===== src/rtl/core/adt_pkg.sv =====
package adt_pkg;

  // Default values of the top-level parameters
  localparam int unsigned WINDOW_DEPTH_DEF      = 64;
  localparam int unsigned EVAL_INTERVAL_SEC_DEF = 10;
  localparam int unsigned MIN_CLOSED_DEF        = 5;

  localparam logic [63:0] NS_PER_SEC = 64'd1000000000;

  // Per-event flag word held in the ring
  localparam int unsigned FLAG_W = 3;
  typedef logic [FLAG_W-1:0] flags_t;

  localparam int unsigned FLAG_BIT_ONGOING = 0;
  localparam int unsigned FLAG_BIT_FALSE   = 1;
  localparam int unsigned FLAG_BIT_TRUE    = 2;

  localparam flags_t FLAGS_ONGOING = 3'b001;
  localparam flags_t FLAGS_FALSE   = 3'b010;
  localparam flags_t FLAGS_TRUE    = 3'b100;
  localparam flags_t FLAGS_CLOSED  = 3'b000;

  // Configuration reset values
  localparam logic [15:0] RST_MIN_THRESHOLD = 16'd768;
  localparam logic [15:0] RST_MAX_THRESHOLD = 16'd3072;
  localparam logic [15:0] RST_INIT_THRESHOLD = 16'd1536;
  localparam logic [15:0] RST_STEP_SIZE     = 16'd128;
  localparam logic [15:0] RST_FP_RATE_LIMIT = 16'd13107;
  localparam logic [15:0] RST_TP_RATE_MIN   = 16'd32768;
  localparam logic [31:0] RST_FP_DURATION   = 32'd5000;
  localparam logic [31:0] RST_TP_DURATION   = 32'd30000;
  // Reset initial level already lies inside the reset bounds
  localparam logic [15:0] RST_LEVEL         = RST_INIT_THRESHOLD;

  typedef enum logic [2:0] {
    CFG_MIN_THRESHOLD  = 3'd0,
    CFG_MAX_THRESHOLD  = 3'd1,
    CFG_INIT_THRESHOLD = 3'd2,
    CFG_STEP_SIZE      = 3'd3,
    CFG_FP_RATE_LIMIT  = 3'd4,
    CFG_TP_RATE_MIN    = 3'd5,
    CFG_FP_DURATION    = 3'd6,
    CFG_TP_DURATION    = 3'd7
  } cfg_idx_e;

  typedef enum logic [1:0] {
    KIND_START = 2'd0,
    KIND_END   = 2'd1,
    KIND_EVAL  = 2'd2,
    KIND_NOP   = 2'd3
  } kind_e;

  typedef enum logic [1:0] {
    DIR_HOLD  = 2'd0,
    DIR_RAISE = 2'd1,
    DIR_LOWER = 2'd2
  } dir_e;

  typedef enum logic [1:0] {
    CLS_AMBIG = 2'd0,
    CLS_FALSE = 2'd1,
    CLS_TRUE  = 2'd2,
    CLS_NONE  = 2'd3
  } cls_e;

  typedef enum logic [3:0] {
    ST_IDLE,
    ST_END_SCAN,
    ST_EVAL_CHECK,
    ST_EVAL_SCAN,
    ST_MUL_FP,
    ST_MUL_TP,
    ST_DECIDE,
    ST_ADJUST,
    ST_CLAMP
  } state_e;

  typedef struct packed {
    kind_e       kind;
    logic [63:0] time_ns;
    logic [31:0] duration_ms;
  } in_item_t;

  typedef struct packed {
    logic [15:0] threshold;
    dir_e        adjust_dir;
    logic [6:0]  window_closed;
    logic [6:0]  window_false;
    logic [6:0]  window_true;
    cls_e        end_class;
  } out_item_t;

endpackage


===== src/rtl/core/adaptive_detection_threshold_core.sv =====
// Adaptive detection threshold.
// Command channel: present an item on cmd_i with start_i high; it is taken at
// a rising edge where busy_o is low. Each item yields exactly one result on
// result_o, marked by done_o for a single cycle; the receiver cannot stall it.
// Start and no-op items finish at once: the result shows the cycle after
// acceptance and busy_o never rises. An end item walks the ring newest first,
// one read of the event memory per cycle, until it finds an ongoing event or
// has read every event held (up to WINDOW_DEPTH). An evaluate item ends in its
// check state when the interval has not elapsed; otherwise it reads every entry
// held, one memory read per cycle, ends there if fewer than MIN_CLOSED entries
// are closed, and else goes on through the states for the two rate products on
// the shared multiplier, the decision, the adjustment and the final clamp. The
// ring walk sets the rate.
// Configuration writes (cfg_we_i, cfg_idx_i, cfg_wdata_i) take effect at once
// and belong only to idle periods; writing the initial threshold reloads the
// level, clamped to the current bounds.
// Reset loads the default registers and an empty ring; ring entries are
// never read before they are written, so the memory needs no clearing pass.
module adaptive_detection_threshold_core #(
  parameter int unsigned WINDOW_DEPTH      = adt_pkg::WINDOW_DEPTH_DEF,
  parameter int unsigned EVAL_INTERVAL_SEC = adt_pkg::EVAL_INTERVAL_SEC_DEF,
  parameter int unsigned MIN_CLOSED        = adt_pkg::MIN_CLOSED_DEF
) (
  input  logic                clk_i,
  input  logic                rst_ni,
  input  logic                start_i,
  input  adt_pkg::in_item_t   cmd_i,
  output logic                busy_o,
  output logic                done_o,
  output adt_pkg::out_item_t  result_o,
  input  logic                cfg_we_i,
  input  adt_pkg::cfg_idx_e   cfg_idx_i,
  input  logic [31:0]         cfg_wdata_i
);

  localparam int unsigned IDX_W  = $clog2(WINDOW_DEPTH);
  localparam int unsigned CNT_W  = $clog2(WINDOW_DEPTH + 1);
  localparam int unsigned COEF_W = 19;
  localparam int unsigned PROD_W = CNT_W + COEF_W;
  localparam int unsigned T5_W   = CNT_W + 3;
  localparam int unsigned F10_W  = CNT_W + 4;

  localparam logic [IDX_W-1:0] LAST_IDX  = IDX_W'(WINDOW_DEPTH - 1);
  localparam logic [CNT_W-1:0] DEPTH_CNT = CNT_W'(WINDOW_DEPTH);
  localparam logic [63:0] EVAL_SPAN_NS = 64'(EVAL_INTERVAL_SEC) * adt_pkg::NS_PER_SEC;
  localparam logic [31:0] MIN_SAMP     = 32'(MIN_CLOSED);

  // Min is tested first and max last, so inverted bounds yield max
  function automatic logic [15:0] clamp_level(input logic [15:0] v,
                                              input logic [15:0] lo,
                                              input logic [15:0] hi);
    logic [15:0] r;
    r = (v < lo) ? lo : v;
    r = (r > hi) ? hi : r;
    return r;
  endfunction

  function automatic logic [IDX_W-1:0] ptr_inc(input logic [IDX_W-1:0] p);
    return (p == LAST_IDX) ? '0 : p + 1'b1;
  endfunction

  function automatic logic [IDX_W-1:0] ptr_dec(input logic [IDX_W-1:0] p);
    return (p == '0) ? LAST_IDX : p - 1'b1;
  endfunction

  // Configuration registers
  logic [15:0] min_thr_q, max_thr_q, init_thr_q, step_q, fp_limit_q, tp_min_q;
  logic [31:0] fp_dur_q, tp_dur_q;

  // Sequencer and block state
  adt_pkg::state_e   state_q, state_d;
  adt_pkg::in_item_t cmd_q, cmd_d;
  logic [IDX_W-1:0]  head_q, head_d;
  logic [CNT_W-1:0]  count_q, count_d;
  logic [63:0]       last_eval_q, last_eval_d;
  logic [15:0]       level_q, level_d;
  logic [CNT_W-1:0]  closed_cnt_q, closed_cnt_d;
  logic [CNT_W-1:0]  fp_cnt_q, fp_cnt_d;
  logic [CNT_W-1:0]  tp_cnt_q, tp_cnt_d;
  logic [IDX_W-1:0]  ptr_q, ptr_d;
  logic [CNT_W-1:0]  issue_q, issue_d;
  logic              pend_q, pend_d;
  logic [IDX_W-1:0]  pend_ptr_q, pend_ptr_d;
  logic [PROD_W-1:0] prod_q, prod_d;
  logic              raise_q, raise_d;
  logic              lower_q, lower_d;
  logic [15:0]       target_q, target_d;
  adt_pkg::dir_e     dir_q, dir_d;
  logic              done_q;
  adt_pkg::out_item_t result_q;

  // Ring port and shared datapath
  logic              wr_en;
  logic [IDX_W-1:0]  wr_addr;
  adt_pkg::flags_t   wr_data;
  adt_pkg::flags_t   rd_data;
  logic              emit;
  adt_pkg::dir_e     emit_dir;
  adt_pkg::cls_e     emit_cls;
  logic [COEF_W-1:0] mul_a;
  logic [PROD_W-1:0] mul_p;
  logic [63:0]       elapsed;
  logic              scan_issue, scan_done;
  logic [PROD_W-1:0] fp_shift, tp_shift;
  logic [T5_W-1:0]   tp_x5;
  logic [F10_W-1:0]  fp_x10;
  logic [COEF_W-1:0] tp_coef;
  logic [16:0]       inc, lower_edge;
  logic [17:0]       raised;

  adt_ring #(
    .DEPTH (WINDOW_DEPTH)
  ) u_ring (
    .clk_i   (clk_i),
    .we_i    (wr_en),
    .waddr_i (wr_addr),
    .wdata_i (wr_data),
    .raddr_i (ptr_q),
    .rdata_o (rd_data)
  );

  // The one multiplier: fp limit times closed, then tp coefficient times closed
  assign mul_p   = PROD_W'(mul_a) * PROD_W'(closed_cnt_q);
  assign elapsed = cmd_q.time_ns - last_eval_q;

  assign fp_shift = PROD_W'({fp_cnt_q, 16'h0000});
  assign tp_x5    = T5_W'({tp_cnt_q, 2'b00}) + T5_W'(tp_cnt_q);
  assign tp_shift = {tp_x5, 16'h0000};
  assign fp_x10   = F10_W'({fp_cnt_q, 3'b000}) + F10_W'({fp_cnt_q, 1'b0});
  assign tp_coef  = COEF_W'({tp_min_q, 2'b00}) + COEF_W'(tp_min_q) + COEF_W'(17'h10000);

  assign inc        = ({fp_cnt_q, 1'b0} > {1'b0, closed_cnt_q}) ? {step_q, 1'b0}
                                                                : {1'b0, step_q};
  assign raised     = {2'b00, level_q} + {1'b0, inc};
  assign lower_edge = {1'b0, target_q} + {2'b00, step_q[15:1]};

  assign scan_issue = issue_q < count_q;
  assign scan_done  = !pend_q && !scan_issue;

  always_comb begin
    state_d      = state_q;
    cmd_d        = cmd_q;
    head_d       = head_q;
    count_d      = count_q;
    last_eval_d  = last_eval_q;
    level_d      = level_q;
    closed_cnt_d = closed_cnt_q;
    fp_cnt_d     = fp_cnt_q;
    tp_cnt_d     = tp_cnt_q;
    ptr_d        = ptr_q;
    issue_d      = issue_q;
    pend_d       = pend_q;
    pend_ptr_d   = pend_ptr_q;
    prod_d       = prod_q;
    raise_d      = raise_q;
    lower_d      = lower_q;
    target_d     = target_q;
    dir_d        = dir_q;
    emit         = 1'b0;
    emit_dir     = adt_pkg::DIR_HOLD;
    emit_cls     = adt_pkg::CLS_AMBIG;
    wr_en        = 1'b0;
    wr_addr      = head_q;
    wr_data      = adt_pkg::FLAGS_ONGOING;
    mul_a        = '0;

    unique case (state_q)
      adt_pkg::ST_IDLE: begin
        if (start_i) begin
          cmd_d = cmd_i;
          unique case (cmd_i.kind)
            adt_pkg::KIND_START: begin
              // Open an ongoing event at the head, saturate the fill count
              wr_en  = 1'b1;
              head_d = ptr_inc(head_q);
              if (count_q < DEPTH_CNT) begin
                count_d = count_q + 1'b1;
              end
              emit = 1'b1;
            end
            adt_pkg::KIND_END: begin
              ptr_d   = ptr_dec(head_q);
              issue_d = '0;
              pend_d  = 1'b0;
              state_d = adt_pkg::ST_END_SCAN;
            end
            adt_pkg::KIND_EVAL: begin
              state_d = adt_pkg::ST_EVAL_CHECK;
            end
            adt_pkg::KIND_NOP: begin
              emit = 1'b1;
            end
          endcase
        end
      end

      adt_pkg::ST_END_SCAN: begin
        // Issue one read per cycle, newest entry first
        if (scan_issue) begin
          pend_d     = 1'b1;
          pend_ptr_d = ptr_q;
          ptr_d      = ptr_dec(ptr_q);
          issue_d    = issue_q + 1'b1;
        end else begin
          pend_d = 1'b0;
        end
        if (pend_q && rd_data[adt_pkg::FLAG_BIT_ONGOING]) begin
          wr_en   = 1'b1;
          wr_addr = pend_ptr_q;
          if (cmd_q.duration_ms < fp_dur_q) begin
            wr_data  = adt_pkg::FLAGS_FALSE;
            emit_cls = adt_pkg::CLS_FALSE;
          end else if (cmd_q.duration_ms >= tp_dur_q) begin
            wr_data  = adt_pkg::FLAGS_TRUE;
            emit_cls = adt_pkg::CLS_TRUE;
          end else begin
            wr_data  = adt_pkg::FLAGS_CLOSED;
            emit_cls = adt_pkg::CLS_AMBIG;
          end
          emit    = 1'b1;
          state_d = adt_pkg::ST_IDLE;
        end else if (scan_done) begin
          emit_cls = adt_pkg::CLS_NONE;
          emit     = 1'b1;
          state_d  = adt_pkg::ST_IDLE;
        end
      end

      adt_pkg::ST_EVAL_CHECK: begin
        if (elapsed < EVAL_SPAN_NS) begin
          emit    = 1'b1;
          state_d = adt_pkg::ST_IDLE;
        end else begin
          last_eval_d  = cmd_q.time_ns;
          closed_cnt_d = '0;
          fp_cnt_d     = '0;
          tp_cnt_d     = '0;
          ptr_d        = '0;
          issue_d      = '0;
          pend_d       = 1'b0;
          state_d      = adt_pkg::ST_EVAL_SCAN;
        end
      end

      adt_pkg::ST_EVAL_SCAN: begin
        // Recount closed entries in slot order
        if (scan_issue) begin
          pend_d  = 1'b1;
          ptr_d   = ptr_inc(ptr_q);
          issue_d = issue_q + 1'b1;
        end else begin
          pend_d = 1'b0;
        end
        if (pend_q && !rd_data[adt_pkg::FLAG_BIT_ONGOING]) begin
          closed_cnt_d = closed_cnt_q + 1'b1;
          if (rd_data[adt_pkg::FLAG_BIT_FALSE]) begin
            fp_cnt_d = fp_cnt_q + 1'b1;
          end
          if (rd_data[adt_pkg::FLAG_BIT_TRUE]) begin
            tp_cnt_d = tp_cnt_q + 1'b1;
          end
        end
        if (scan_done) begin
          if (32'(closed_cnt_q) < MIN_SAMP) begin
            emit    = 1'b1;
            state_d = adt_pkg::ST_IDLE;
          end else begin
            state_d = adt_pkg::ST_MUL_FP;
          end
        end
      end

      adt_pkg::ST_MUL_FP: begin
        mul_a   = COEF_W'(fp_limit_q);
        prod_d  = mul_p;
        state_d = adt_pkg::ST_MUL_TP;
      end

      adt_pkg::ST_MUL_TP: begin
        raise_d  = fp_shift > prod_q;
        mul_a    = tp_coef;
        prod_d   = mul_p;
        target_d = clamp_level(init_thr_q, min_thr_q, max_thr_q);
        state_d  = adt_pkg::ST_DECIDE;
      end

      adt_pkg::ST_DECIDE: begin
        lower_d = (fp_x10 < F10_W'(closed_cnt_q)) && (tp_shift > prod_q);
        state_d = adt_pkg::ST_ADJUST;
      end

      adt_pkg::ST_ADJUST: begin
        dir_d = adt_pkg::DIR_HOLD;
        if (raise_q) begin
          level_d = (raised > {2'b00, max_thr_q}) ? max_thr_q : raised[15:0];
          dir_d   = adt_pkg::DIR_RAISE;
        end else if (lower_q && (level_q > target_q)) begin
          // Drop half a step, never below the target
          level_d = ({1'b0, level_q} < lower_edge) ? target_q
                                                   : level_q - {1'b0, step_q[15:1]};
          dir_d   = adt_pkg::DIR_LOWER;
        end
        state_d = adt_pkg::ST_CLAMP;
      end

      adt_pkg::ST_CLAMP: begin
        level_d  = clamp_level(level_q, min_thr_q, max_thr_q);
        emit     = 1'b1;
        emit_dir = dir_q;
        state_d  = adt_pkg::ST_IDLE;
      end

      default: begin
        state_d = adt_pkg::ST_IDLE;
      end
    endcase
  end

  // Configuration registers
  always_ff @(posedge clk_i or negedge rst_ni) begin
    if (!rst_ni) begin
      min_thr_q  <= adt_pkg::RST_MIN_THRESHOLD;
      max_thr_q  <= adt_pkg::RST_MAX_THRESHOLD;
      init_thr_q <= adt_pkg::RST_INIT_THRESHOLD;
      step_q     <= adt_pkg::RST_STEP_SIZE;
      fp_limit_q <= adt_pkg::RST_FP_RATE_LIMIT;
      tp_min_q   <= adt_pkg::RST_TP_RATE_MIN;
      fp_dur_q   <= adt_pkg::RST_FP_DURATION;
      tp_dur_q   <= adt_pkg::RST_TP_DURATION;
    end else if (cfg_we_i) begin
      unique case (cfg_idx_i)
        adt_pkg::CFG_MIN_THRESHOLD:  min_thr_q  <= cfg_wdata_i[15:0];
        adt_pkg::CFG_MAX_THRESHOLD:  max_thr_q  <= cfg_wdata_i[15:0];
        adt_pkg::CFG_INIT_THRESHOLD: init_thr_q <= cfg_wdata_i[15:0];
        adt_pkg::CFG_STEP_SIZE:      step_q     <= cfg_wdata_i[15:0];
        adt_pkg::CFG_FP_RATE_LIMIT:  fp_limit_q <= cfg_wdata_i[15:0];
        adt_pkg::CFG_TP_RATE_MIN:    tp_min_q   <= cfg_wdata_i[15:0];
        adt_pkg::CFG_FP_DURATION:    fp_dur_q   <= cfg_wdata_i;
        adt_pkg::CFG_TP_DURATION:    tp_dur_q   <= cfg_wdata_i;
      endcase
    end
  end

  // Control and block state
  always_ff @(posedge clk_i or negedge rst_ni) begin
    if (!rst_ni) begin
      state_q      <= adt_pkg::ST_IDLE;
      head_q       <= '0;
      count_q      <= '0;
      last_eval_q  <= '0;
      level_q      <= adt_pkg::RST_LEVEL;
      closed_cnt_q <= '0;
      fp_cnt_q     <= '0;
      tp_cnt_q     <= '0;
      issue_q      <= '0;
      pend_q       <= 1'b0;
      done_q       <= 1'b0;
    end else begin
      state_q      <= state_d;
      head_q       <= head_d;
      count_q      <= count_d;
      last_eval_q  <= last_eval_d;
      closed_cnt_q <= closed_cnt_d;
      fp_cnt_q     <= fp_cnt_d;
      tp_cnt_q     <= tp_cnt_d;
      issue_q      <= issue_d;
      pend_q       <= pend_d;
      done_q       <= emit;
      // A new initial threshold reloads the level within the bounds
      if (cfg_we_i && (cfg_idx_i == adt_pkg::CFG_INIT_THRESHOLD)) begin
        level_q <= clamp_level(cfg_wdata_i[15:0], min_thr_q, max_thr_q);
      end else begin
        level_q <= level_d;
      end
    end
  end

  // Datapath registers
  always_ff @(posedge clk_i) begin
    cmd_q      <= cmd_d;
    ptr_q      <= ptr_d;
    pend_ptr_q <= pend_ptr_d;
    prod_q     <= prod_d;
    raise_q    <= raise_d;
    lower_q    <= lower_d;
    target_q   <= target_d;
    dir_q      <= dir_d;
    if (emit) begin
      result_q.threshold     <= level_d;
      result_q.adjust_dir    <= emit_dir;
      result_q.window_closed <= 7'(closed_cnt_d);
      result_q.window_false  <= 7'(fp_cnt_d);
      result_q.window_true   <= 7'(tp_cnt_d);
      result_q.end_class     <= emit_cls;
    end
  end

  assign busy_o   = (state_q != adt_pkg::ST_IDLE);
  assign done_o   = done_q;
  assign result_o = result_q;

`ifndef SYNTHESIS
  // A start item completes with done_o in the next cycle, busy_o staying low
  a_start_one_cycle: assert property (@(posedge clk_i) disable iff (!rst_ni)
    start_i && !busy_o && (cmd_i.kind == adt_pkg::KIND_START) |=> done_o && !busy_o)
    else $error("start item did not complete in one cycle");

  // A result leaves only as the sequencer returns to idle
  a_done_idle: assert property (@(posedge clk_i) disable iff (!rst_ni)
    done_o |-> !busy_o)
    else $error("result strobe while busy");

  // The fill count never passes the ring depth
  a_count_bound: assert property (@(posedge clk_i) disable iff (!rst_ni)
    count_q <= DEPTH_CNT)
    else $error("ring fill count beyond depth");

  // The walk never issues more reads than entries held
  a_issue_bound: assert property (@(posedge clk_i) disable iff (!rst_ni)
    (state_q == adt_pkg::ST_END_SCAN) || (state_q == adt_pkg::ST_EVAL_SCAN)
      |-> issue_q <= count_q)
    else $error("ring walk ran past the fill count");
`endif

endmodule


===== src/rtl/core/adt_ring.sv =====
module adt_ring #(
  parameter int unsigned DEPTH = adt_pkg::WINDOW_DEPTH_DEF,
  localparam int unsigned AW   = $clog2(DEPTH)
) (
  input  logic                 clk_i,
  input  logic                 we_i,
  input  logic [AW-1:0]        waddr_i,
  input  adt_pkg::flags_t      wdata_i,
  input  logic [AW-1:0]        raddr_i,
  output adt_pkg::flags_t      rdata_o
);

  adt_pkg::flags_t mem_q [DEPTH];

  always_ff @(posedge clk_i) begin
    if (we_i) begin
      mem_q[waddr_i] <= wdata_i;
    end
    rdata_o <= mem_q[raddr_i];
  end

endmodule


===== config.mk =====
export PLATFORM = sky130hd
export DESIGN_NAME = adaptive_detection_threshold_core
export DESIGN_NICKNAME = d
export VERILOG_FILES = /design/src/rtl/core/adt_pkg.sv /design/src/rtl/core/adaptive_detection_threshold_core.sv /design/src/rtl/core/adt_ring.sv
export SDC_FILE = /design/constraint.sdc
export NUM_CORES = 2
export LEC_CHECK = 0
export BUFFER_PORTS_ARGS = -buffer_cell sky130_fd_sc_hd__buf_4
export CELL_PAD_IN_SITES_DETAIL_PLACEMENT = 2
export CELL_PAD_IN_SITES_GLOBAL_PLACEMENT = 2
export CORE_MARGIN = 2
export CORE_UTILIZATION = 36
export CTS_BUF_LIST = sky130_fd_sc_hd__clkbuf_2 sky130_fd_sc_hd__clkbuf_4 sky130_fd_sc_hd__clkbuf_8
export CTS_CLUSTER_SIZE = 8
export DETAILED_ROUTE_END_ITERATION = 8
export GPL_ROUTABILITY_DRIVEN = 0
export GPL_TIMING_DRIVEN = 0
export PLACE_DENSITY = 0.78
export SLEW_MARGIN = 25
export SYNTH_ARGS = -nofsm -noshare
export SYNTH_HDL_FRONTEND = slang
export SYNTH_HIERARCHICAL = 1
export SYNTH_SLANG_ARGS = --single-unit

===== constraint.sdc =====
create_clock -name clk_i -period 15.6 [get_ports clk_i]
set_clock_uncertainty 0.15 [all_clocks]
set_input_delay 1.56 -clock clk_i [delete_from_list [all_inputs] [get_ports clk_i]]
set_output_delay 1.56 -clock clk_i [all_outputs]
set_load 0.02 [all_outputs]

; After elaboration in Yosys (flattened, before gate mapping)
; Memories as Yosys holds them, arrays and structs flattened. A register that Yosys moved wholly into a read port is not among the register bits.
; Cells that the tools add are included.
[classes]
add_sub_neg = 17
n_mul = 1
order_cmp = 19
eq_ne = 29
n_mux = 78
n_bitwise = 1
reduce_logical = 37
[ops]
columns = operator, count
row1 = 16-bit two-way mux, 11
row2 = 7-bit two-way mux, 12
row3 = 6-bit two-way mux, 11
row4 = 16-bit greater-than comparator, 4
row5 = 64-bit by 34-bit less-than comparator with 1-bit output (second input constant), 1
row6 = 64-bit subtractor, 1
row7 = 16-bit less-than comparator, 3
row8 = 7-bit one-hot mux with 2 select lines, 3
row9 = 19-bit one-hot mux with 2 select lines, 1
row10 = 7-bit by 1-bit adder with 7-bit output (second input constant), 5
row11 = 32-bit greater-or-equal comparator, 1
row12 = 32-bit less-than comparator, 1
row13 = 16-bit one-hot mux with 2 select lines, 1
row14 = 4-bit one-hot mux with 8 select lines, 1
row15 = 23-bit by 26-bit greater-than comparator with 1-bit output, 1
row16 = 26-bit greater-than comparator, 1
row17 = 19-bit by 7-bit multiplier with 26-bit output, 1
row18 = 6-bit one-hot mux with 4 select lines, 1
row19 = 2-bit AND reduction, 11
row20 = 7-bit one-hot mux with 3 select lines, 1
row21 = 18-bit by 16-bit adder with 19-bit output, 1
row22 = 19-bit by 17-bit adder with 19-bit output (second input constant), 1
row23 = 16-bit by 17-bit adder with 18-bit output, 1
row24 = 18-bit by 16-bit greater-than comparator with 1-bit output, 1
row25 = other kinds (49), 106
[totals]
ff_bits = 482
ramBits = 192
inputBits = 137
elab_cells = 217
n_memories = 1
[memory_table]
columns = name, words, width, rd, rd_clocked_by_memory_dff, write_ports, line
row1 = u_ring.mem_q, 64, 3, 1, 1, 1, adt_ring.sv:13  ; adt_pkg::flags_t mem_q [DEPTH];

; Logic depth before layout (Yosys ltp)
[depth]
depth_word = 8
depth_mapped = 35

; Cells and area by module
; The synthesis kept the hierarchy.
[by_module_without_submodules]
columns = module, instances, cells_per_inst, area_each_um2
row1 = adaptive_detection_threshold_core, 1, 3793, 37098.1
row2 = adt_ring, 1, 435, 7918.8

; Worst setup path before layout
; Ideal clock, no wire load.
[synth_timing]
path_kind = reg2reg
startpoint = register closed_cnt_q[1]
endpoint = register result_q, in the netlist result_o[38], data pin
t_arrival_ns = 6.793
t_required_ns = 15.185
path_slack_ns = 8.392
path_stages_with_launch = 32
n_path_buf = 3
period_less_slack_ns = 7.208
path_cell_list = dfrtp_1 -> clkbuf_1 -> inv_1 -> ha_1 -> nor2b_1 -> o21ai_0 -> a21boi_0 -> o21a_1 -> o21ai_0 -> a2bb2oi_1 -> clkbuf_1 -> mux2_2 -> fa_1 -> a21o_1 -> a21oi_1 -> o21bai_1 -> a2111oi_0 -> o31ai_1 -> o31a_1 -> a21oi_1 -> ha_1 -> a21o_1 -> a21oi_1 -> o21ai_0 -> a21o_1 -> a21oi_1 -> o221ai_1 -> nor2_1 -> buf_2 -> mux2i_1 -> o21ai_0 -> or3_1
[synth_between]
elab_chain_cells = 7
[synth_lines]
columns = element, line
row1 = "start, declared", adaptive_detection_threshold_core.sv:77  ; logic [CNT_W-1:0] closed_cnt_q, closed_cnt_d;
row2 = "start signal, assigned", adaptive_detection_threshold_core.sv:363  ; closed_cnt_q <= closed_cnt_d;
row3 = 8-bit by 7-bit greater-than comparator with 1-bit output *, adaptive_detection_threshold_core.sv:132  ; assign inc = ({fp_cnt_q, 1'b0} > {1'b0, closed_cnt_q}) ? {step_q, 1'b0}
row4 = 17-bit two-way mux *, adaptive_detection_threshold_core.sv:132
row5 = 16-bit by 17-bit adder with 18-bit output *, adaptive_detection_threshold_core.sv:134  ; assign raised = {2'b00, level_q} + {1'b0, inc};
row6 = 18-bit by 16-bit greater-than comparator with 1-bit output, adaptive_detection_threshold_core.sv:295  ; level_d = (raised > {2'b00, max_thr_q}) ? max_thr_q : raised[15:0];
row7 = 16-bit two-way mux *, adaptive_detection_threshold_core.sv:295
row8 = 16-bit two-way mux *, adaptive_detection_threshold_core.sv:294  ; if (raise_q) begin
row9 = 16-bit one-hot mux with 2 select lines *, adaptive_detection_threshold_core.sv:167  ; unique case (state_q)
row10 = named net level_d[13], adaptive_detection_threshold_core.sv:76  ; logic [15:0] level_q, level_d;
row11 = "end, declared", adaptive_detection_threshold_core.sv:90  ; adt_pkg::out_item_t result_q;
; The timed path passes the listed nets; every way through them passes the cells marked *.
; A chain may end at the register's enable or synchronous reset.

; Final worst setup path
[layout_timing]
startpoint = register closed_cnt_q[1]
endpoint = register result_q, in the netlist result_o[32], data pin
; The elaborated chain is that of the path after synthesis.

==> results.py <==
metrics = {
    "min_path": {
        "holdPathStages": 1,
        "holdPathEnd": "last_eval_q[36]",
        "hp-start": "last_eval_q[36]",
        "hold_path.class": "flip-flop to flip-flop",
    },
    "synth": {
        "syn_area_sq_um": 45000,
        "avgSynthCellArea_sq_um": 10.6,
        "ys_types": 93,
        "synth-seq-cells": 677,
        "synthTopCellsByArea": "edfxtp_1 (26%), dfrtp_1 (14%), ha_1 (12%)",
        "synth_edf_count": 387,
        "synth.net_count": 4882,
        "synthCells": 4228,
        "yosysTopAreaCell": "edfxtp_1",
        "seq_area_frac_synth_pct": 42.0,
        "ys_async_sr_fraction_pct": 42.4,
        "yosysWarningCount": 6,
        "synth-main-ff-cell": "edfxtp_1",
        "yosysTopAreaCellShare_pct": 25.8,
    },
    "sta": {
        "rsz0062_at_grt": "false",
        "setup_viol": 0,
        "slew_headroom_pct": 27.8,
        "finalCriticalPeriod_ns": 10.0,
        "tightest_slew_ns": 1.08,
        "fmax_mhz": 100,
        "setup_tns_ns": 0,
        "final.period_utilization_pct": 64.1,
        "hold_violations": 0,
        "maxSlewViolCount": 0,
    },
    "worst_setup_path": {
        "r2r_start": "closed_cnt_q[1]",
        "rrSetupSlack_ns": 5.60,
        "cpMaxStageDelayCell": "a2111oi_0",
        "cp-end-kind": "flip-flop",
        "critPathLaunchType": "flip-flop",
        "cp_max_fo": 10,
        "worst_ep_required_time_ns": 15.98,
        "cp-startpoint": "closed_cnt_q[1]",
        "cp.arrival_ns": 10.38,
        "slowest_delay_ns": 0.65,
        "r2r_end": "result_o[32]",
        "crit_type": "flip-flop to flip-flop",
        "reg2reg_depth": 33,
    },
    "clock_network": {
        "path_clk_slew_ns": 0.06,
        "cts_root_buffer": "clkbuf_8",
        "ctsHoldBuffers": 0,
        "clock_path_buffers": 3,
        "cts_setup_buffers": 0,
        "cts.sinks": 677,
        "cts_made_buffers": 121,
        "htreeDepth": 3,
        "clock_latency_ns": 0.87,
        "cts_tree": "built",
        "cts_resized": 0,
    },
    "power": {
        "leakage_nw": 21.9,
        "seqPwrFrac_pct": 27.1,
        "p_int_mw": 5.43,
        "power_density_nw_per_um2": 189,
        "pwr-share-clk_pct": 19.4,
        "swShare_pct": 44.3,
        "combinationalPowerShare_pct": 53.5,
        "ir_drop_mv": 0.120,
        "power_mw": 9.76,
        "p_switching_mw": 4.32,
    },
    "routing": {
        "drc": 0,
        "drt_iter0_drc": 1781,
        "first_pass_iters": 8,
        "avgViaCountPerCell": 5.61,
        "num_vias": 35300,
        "postRouteAntennaNets": 0,
        "routed_wl_um": 157000,
        "wire_per_inst_um": 25.0,
    },
    "grt": {
        "gr-total-overflow": 0,
        "grt_pass1_vias": 39800,
        "grt_pass1_wl_um": 243000,
        "grt_max_degree": 85,
        "antenna_found_initial": 12,
        "grt_usage_pct": 24.8,
    },
    "placement": {
        "dp_hpwl_um": 121000,
        "io_buffers": 175,
    },
    "final_layout": {
        "fillerInstances": 13100,
        "final_util_pct": 41.6,
        "final_cell_mix": "ha_1 (427), edfxtp_1 (387), inv_1 (367)",
        "mostFrequentLayoutCell": "ha_1",
        "fin_nets": 5198,
        "drive_gt1_share_pct": 16.8,
        "synthToLayoutAreaGrowth_pct": 14.5,
    },
    "floorplan": {
        "core_sq_um": 124000,
        "fp.dieW_um": 358,
        "start_util_pct": 36.3,
        "die-area_sq_um": 128000,
        "rows": 129,
        "die_h_um": 358,
        "top_level_ports": 180,
    },
    "job": {
        "cap_violations": 0,
    },
    "outcome": {
        "status": "finished clean",
    },
}
-- sequential cells by signal, summed over array words and instances, names as in the netlist, 26 cells and up --
register and flops:
tp_dur_q 32, cmd_q 96, prod_q 26, fp_dur_q 32, result_o 41, u_ring/mem_q 192, last_eval_q 64
-- how the worst max path moves through the flow --
| stage | cells after the start | to |
|---|---|---|
| after global routing | 33 | result_o[32] |
| after CTS | 33 | result_o[32] |
| final | 33 | result_o[32] |
| after global placement | 7 | u_ring/mem_q[2][1] |
| after detailed placement | 33 | result_o[32] |
| after floorplan | 31 | result_o[38] |
-- power groups by stage --
| stage | combinational, mW | sequential [mW] | clock (mW) |
|---|---|---|---|
| 4_1_cts | 5.23 | 2.64 | 1.95 |
| 5_1_grt | 5.74 | 2.69 | 2.01 |
| 3_5_place_dp | 5.16 | 2.67 | 0 |
| 2_1_floorplan | 3.52 | 2.58 | 0 |
| 6_report | 5.22 | 2.65 | 1.89 |
| 3_3_place_gp | 4.86 | 2.66 | 0 |
-- synthesized netlist by cell type, types with 69 or more instances --
library cell / n
mux2i_1: 74
clkbuf_1: 132
and2_1: 90
nand2_1: 280
a21oi_1: 233
dfrtp_1: 257
ha_1: 427
nor2_1: 284
mux2_2: 201
fa_1: 90
nand4_1: 72
inv_1: 368
a21o_1: 104
edfxtp_1: 387
o21ai_0: 239
nand3_1: 69
xnor2_1: 80
-- layer usage --
layer	global-route usage [%]	wire, um	up-vias
li1	-	-	16000
met4	8.70	5640	0
met2	44.1	79500	739
met5	0	0	-
met1	30.8	66400	18300
met3	3.03	5760	289
-- cell type report --
class	count	area [sq um]	area share (%)
clock buffers	190	2350	4.56
repair buffers	193	1620	3.14
plain buffers	164	754	1.46
clock inverters	42	385	0.748
flip-flops and latches	677	18900	36.7
inverters	370	1400	2.71
diodes	8	20.0	0.0388
well taps	1637	2050	3.97
multi-input cells	3017	24100	46.7
-- stage by stage --
stage	hold slack (ns)	cells	worst slack, ns	cell area (sq um)
after CTS	0.338	6290	5.64	51500
after detailed placement	0.332	6058	5.68	48800
after global routing	0.347	6297	5.06	51500
final	0.340	6298	5.60	51500
after global placement	0.323	6040	4.71	48400
after floorplan	0.292	4228	8.39	45000
-- cell families (layout without fill, tap and decap cells) --
group                    count (synthesis)  count (layout)  synth area share, %
flip-flops                             677             677                 42.0
XOR/XNOR                               120             120                 2.33
multiplexers                           353             353                 9.66
buffers and inverters                  534             959                 4.76
AO/OA/AOI/OAI                          946             946                 13.7
AND/OR/NAND/NOR                       1081            1081                 11.7
adder cells (fa/ha/maj)                517             517                 15.9
other                                    0               8                    0
-- critical path, delay by kind of cell (launching register included) --
family          cells  cell delay [ns]
mux                 2             0.70
simple gates        3             0.82
buf+inv             5             2.03
compound gates     20             4.54
fa+ha+maj           3             1.10
flops               1             0.35
(Power assumes the default switching activity.)
